### src/hdl/brs_pkg.sv
// Shared types, constants and helper functions of the bit vector rank/select block.
`default_nettype none
package brs_pkg;

    localparam int WORD_W = 64;
    localparam int BPOS_W = 6;
    localparam int POS_W  = 13;
    localparam int WIDX_W = POS_W - BPOS_W;
    localparam int POP_W  = BPOS_W + 1;
    localparam int POS_MAX = (2 ** POS_W) - 1;

    typedef logic [POS_W-1:0]  t_pos;
    typedef logic [WIDX_W-1:0] t_widx;
    typedef logic [BPOS_W-1:0] t_bpos;
    typedef logic [WORD_W-1:0] t_word;
    typedef logic [POP_W-1:0]  t_pop;
    typedef logic [3:0]        t_mode;

    localparam t_mode MODE_LOAD    = 4'd0;
    localparam t_mode MODE_ACCESS  = 4'd1;
    localparam t_mode MODE_RANK1   = 4'd2;
    localparam t_mode MODE_RANK0   = 4'd3;
    localparam t_mode MODE_SELECT1 = 4'd4;
    localparam t_mode MODE_SELECT0 = 4'd5;
    localparam t_mode MODE_NEXT1   = 4'd6;
    localparam t_mode MODE_NEXT0   = 4'd7;
    localparam t_mode MODE_PREV1   = 4'd8;
    localparam t_mode MODE_PREV0   = 4'd9;

    localparam t_pos  LEN_RESET = 13'd4096;
    localparam t_bpos BPOS_LAST = 6'd63;
    localparam t_word WORD_ONES = '1;

    // Result of examining one stored word against the current query range.
    typedef struct packed {
        t_word             match;
        t_pop              pop;
        logic [POS_W:0]    sum;
        logic              reach;
        logic              bit_sel;
    } t_scan_res;

    function automatic t_pop popcount(input t_word w);
        t_pop c;
        c = '0;
        for (int k = 0; k < WORD_W; k++) begin
            c = c + t_pop'(w[k]);
        end
        return c;
    endfunction

endpackage
`default_nettype wire

### src/hdl/brs_scan_unit.sv
// Shared word unit: range mask, bit match, popcount and count compare for one word.
`default_nettype none
module brs_scan_unit (
    input  wire brs_pkg::t_word   i_data,
    input  wire brs_pkg::t_widx   i_widx,
    input  wire brs_pkg::t_pos    i_lo,
    input  wire brs_pkg::t_pos    i_hi,
    input  wire logic             i_want,
    input  wire brs_pkg::t_pos    i_cnt,
    input  wire brs_pkg::t_pos    i_tgt,
    output brs_pkg::t_scan_res    o_res
);

    brs_pkg::t_widx lo_w;
    brs_pkg::t_widx hi_w;
    brs_pkg::t_bpos lo_b;
    brs_pkg::t_bpos hi_b;
    brs_pkg::t_word lo_mask;
    brs_pkg::t_word hi_mask;
    brs_pkg::t_word mask;

    assign lo_w = i_lo[brs_pkg::POS_W-1:brs_pkg::BPOS_W];
    assign hi_w = i_hi[brs_pkg::POS_W-1:brs_pkg::BPOS_W];
    assign lo_b = i_lo[brs_pkg::BPOS_W-1:0];
    assign hi_b = i_hi[brs_pkg::BPOS_W-1:0];

    // Only the end words of the range are partially covered.
    assign lo_mask = (i_widx == lo_w) ? (brs_pkg::WORD_ONES << lo_b) : brs_pkg::WORD_ONES;
    assign hi_mask = (i_widx == hi_w) ? (brs_pkg::WORD_ONES >> (brs_pkg::BPOS_LAST - hi_b))
                                      : brs_pkg::WORD_ONES;
    assign mask    = lo_mask & hi_mask;

    always_comb begin
        o_res.match   = (i_want ? i_data : ~i_data) & mask;
        o_res.pop     = brs_pkg::popcount(o_res.match);
        o_res.sum     = {1'b0, i_cnt} + {{(brs_pkg::POS_W + 1 - brs_pkg::POP_W){1'b0}}, o_res.pop};
        o_res.reach   = (o_res.sum >= {1'b0, i_tgt});
        o_res.bit_sel = i_data[hi_b];
    end

endmodule
`default_nettype wire

### config.mk
export PLATFORM = sky130hd
export DESIGN_NAME = brs_scan_unit
export DESIGN_NICKNAME = d
export VERILOG_FILES = /design/src/hdl/brs_pkg.sv /design/src/hdl/brs_scan_unit.sv
export SDC_FILE = /design/constraint.sdc
export NUM_CORES = 1
export LEC_CHECK = 0
export BUFFER_PORTS_ARGS = -buffer_cell sky130_fd_sc_hd__buf_2
export CAP_MARGIN = 20
export CORE_MARGIN = 10
export CORE_UTILIZATION = 52
export DETAILED_ROUTE_END_ITERATION = 10
export MAX_ROUTING_LAYER = met4
export PLACE_DENSITY_LB_ADDON = 0.2
export SYNTH_ARGS = -nofsm -noshare
export SYNTH_HDL_FRONTEND = slang
export SYNTH_SLANG_ARGS = --single-unit
### constraint.sdc
create_clock -name vclk -period 17.5
set_input_delay 2.625 -clock vclk [all_inputs]
set_output_delay 2.625 -clock vclk [all_outputs]
set_load 0.01 [all_outputs]
# Word-level counts from Yosys, hierarchy flattened
# Index checks and enable logic that the tools add are counted.
# Widths: inputs -> output; s select.
# totals
reg_bits,0
input_bits,124
out_inout_bits,87
# classes
add_sub_neg,65
magnitude_cmp,2
n_eq_ne,2
n_shift,2
n_mux,5
bitwise,3
# ops
op,n
$add 7x1->7,57
$mux 64,3
$and 64x64->64,2
$not 64->64,1
$shl 64x6->64 const A,1
$shr 64x6->64 const A,1
$add 13x7->14,1
$eq 7x7->1,2
$ge 14x13->1,1
$add 6x1->7,1
$lt 6x7->1 const B,1
$add 5x1->6,1
$bmux 1 s6,1
$sub 6x6->6 const A,1
$add 4x1->5,1
$add 3x1->4,1
$add 2x1->3,1
$add 1x1->2,1
$mux 1,1

# Depth between registers and ports, before layout
# logic_depth
ltp_word,70
depth_mapped,42
depth_no_buf,39

# Worst setup path before layout
# Ideal clock, no wire load.
# synth_timing
path_kind,input port to output port
from,input i_hi[1]
to,output o_res[1] (netlist bit)
arrival_ns,11.691
slack_ns,3.184
stages,37
path_cell_list,buf_6 > buf_4 > or3_1 > a21oi_1 > nand2b_1 > a221oi_1 > inv_1 > fa_1 > inv_1 > fa_1 > inv_1 > fa_1 > fa_1 > inv_1 > fa_1 > fa_1 > fa_1 > inv_1 > fa_1 > inv_1 > fa_1 > a21oi_1 > nor2_1 > nor2_1 > xnor2_1 > ha_1 > or4_1 > o21ai_0 > a21oi_2 > xor2_1 > ha_1 > a21o_1 > a21oi_1 > nor2b_1 > o21ai_0 > a21oi_1 > or4_4
# synth_rtl
element,line_no,text
start: declaration,brs_scan_unit.sv:7,"input wire brs_pkg::t_pos i_hi,"
end: declaration,brs_scan_unit.sv:11,output brs_pkg::t_scan_res o_res

==> out/metrics.csv <==
stage,metric,value,unit
die,row cnt,36,
layout,ant diodes,0,
layout,clock buf count,0,
clocking,Hold Buf Count CTS,0,
grt,antenna violations before repair,0,
critical_path,largest stage delay on the critical path,0.87,ns
placement,final RePlAce weighted congestion,1.02,
layout,Filler cells,890,
timing,Period minus WS final,16.05,ns
die,die height,120,µm
route,# DRC,0,
layout,Post-layout nets,1054,
synthesis,Post-Syn Area,5220,µm²
critical_path,WP data required,14.88,ns
grt,pin count of the biggest net entering global routing,41,
critical_path,Crit path arrival time,13.43,ns
route,Via density,6.26,
route,DRT antenna net count,0,
grt,Overflow after GRT,0,
timing,final period utilization,91.7,%
layout,Reg area,0,µm²
route,Routed WL,24100,µm
synthesis,average size of a mapped cell,7.88,µm²
grt,vias in the first global route,6366,
placement,hpwl dp,20300,µm
die,Die Wd,120,µm
timing,Final setup violation count,0,
layout,seq_cells,0,
die,Ports,211,
critical_path,CP Max Fanout,34,
timing,worst-margin pin slew,1.04,ns
critical_path,Worst Setup End Kind,output port,
placement,Port Buffers,211,
timing,Max Freq,62.3,MHz
synthesis,synth warn,0,
route,DRT iter0 DRCs,807,
timing,fin. max-slew vios,0,
synthesis,synthesized instance count,663,
critical_path,CP dominant cell by count,fa_1,
timing,unrepaired setup endpoints after global routing,no,
layout,ratio of cells with drive above 1 in the final layout,29.9,%
route,DRT Pass-1 Iters,5,
clocking,"Setup Fix Bufs, Post-CTS",0,
timing,Final Hold Viols,0,
timing,slew margin rel.,30.9,%
synthesis,Post-Syn Nets,878,
critical_path,slowest CP cell,and2_1,
grt,All-Layer GR Usage,32.5,%
worst_hold_path,Worst Hold Class,in2out,
clocking,Resized Gates After CTS,0,
die,Die Area,14500,µm²
run_status,status,"finished, final reports clean",
critical_path,critical path class,in2out,
grt,global-route wire length before repair,36300,µm
synthesis,synth unique cells,48,
synthesis,"Seq/Total Area, Yosys",0,%
critical_path,Critical Path Start Type,primary input,
die,initial core utilization,53.4,%
job,max-capacitance violation count,0,
die,core area,9770,µm²
route,Routed wire per std cell,24.9,µm
route,routed vias,6072,
layout,Area Growth Syn to Fin,20.5,%
timing,setup_tns,0,ns
==> worst max-delay path, delay by kind of cell <==
| family | cells | cell delay [ns] |
|---|---|---|
| AO/OA/AOI/OAI | 9 | 1.49 |
| XOR/XNOR | 2 | 0.43 |
| AND/OR/NAND/NOR | 11 | 2.96 |
| buffers and inverters | 7 | 0.90 |
| adder cells (fa/ha/maj) | 11 | 5.02 |
==> per-layer routing <==
metal	vias up	GRT usage (%)	wire length (µm)
met3	92	5.03	2480
met1	2883	39.4	8990
li1	2637	-	-
met4	0	13.5	1180
met2	460	52.9	11500
met5	-	-	0
==> cells in the mapped netlist (9+ instances only) <==
cell      number  share of area (%)
nand2_1       61                4.4
a221oi_1      21                3.5
and3_1        17                2.0
inv_1         82                5.9
mux4_2        17                7.3
a21oi_1       30                2.9
xor2_1        54                9.1
clkbuf_1      22                1.6
o21ai_0       37                3.5
o21ai_1       10               0.96
nor2_1        26                1.9
xnor2_1       39                6.5
ha_1          36                8.6
nand3_1       16                1.5
fa_1          55                 21
a221o_1       10                1.9
nand2b_1       9                1.1
==> cells in the final DEF (no fill, tap or decap), drive strengths merged, types with 4 or more instances in the layout <==
| cell | count |
|---|---|
| nor3 | 6 |
| fa | 55 |
| a211oi | 5 |
| and3 | 18 |
| a21o | 8 |
| o21a | 7 |
| a21oi | 31 |
| a22o | 4 |
| o21bai | 6 |
| inv | 90 |
| nor2 | 26 |
| nor2b | 7 |
| mux4 | 17 |
| or3 | 7 |
| o311a | 4 |
| and2 | 7 |
| or2 | 5 |
| xnor2 | 39 |
| a21boi | 5 |
| nand2b | 9 |
| a221oi | 21 |
| buf | 215 |
| o21ai | 47 |
| nand3 | 16 |
| ha | 36 |
| xor2 | 54 |
| nand2 | 61 |
| nor4 | 4 |
| a221o | 10 |
==> cells by family (layout without fill, tap and decap cells) <==
kind of cell / after synthesis / count (layout) / share of synthesized area [%]
compound gates: 159 / 159 / 20.7
xor+xnor: 93 / 93 / 15.6
fa+ha+maj: 91 / 91 / 29.7
buf+inv: 131 / 305 / 9.96
mux: 17 / 17 / 7.33
simple gates: 172 / 172 / 16.7
==> path summary, 6_finish.rpt <==
path,cells after the start,start,to
min,3,i_cnt[12],o_res[14]
max,40,i_widx[1],o_res[1]
==> area by class of cell <==
| class | count | area [µm²] | area share [%] |
|---|---|---|---|
| inverters | 90 | 338 | 5.37 |
| multi-input cells | 532 | 4700 | 74.7 |
| well taps | 133 | 166 | 2.64 |
| repair buffers | 215 | 1090 | 17.3 |
==> stage by stage <==
stage	hold slack (ns)	instance area (µm²)	instances	worst slack, ns	util [%]
detailed placement	5.57	6290	970	1.62	64.4
CTS	5.57	6290	970	1.65	64.4
global route	5.60	6290	970	1.02	64.4
floorplan	5.34	5220	663	3.18	-
global placement	5.56	6290	970	1.94	64.4
finish	5.57	6290	970	1.45	64.4
Power is not shown: default switching activity piles up to over one toggle a cycle in this logic, so the estimate is an artifact.
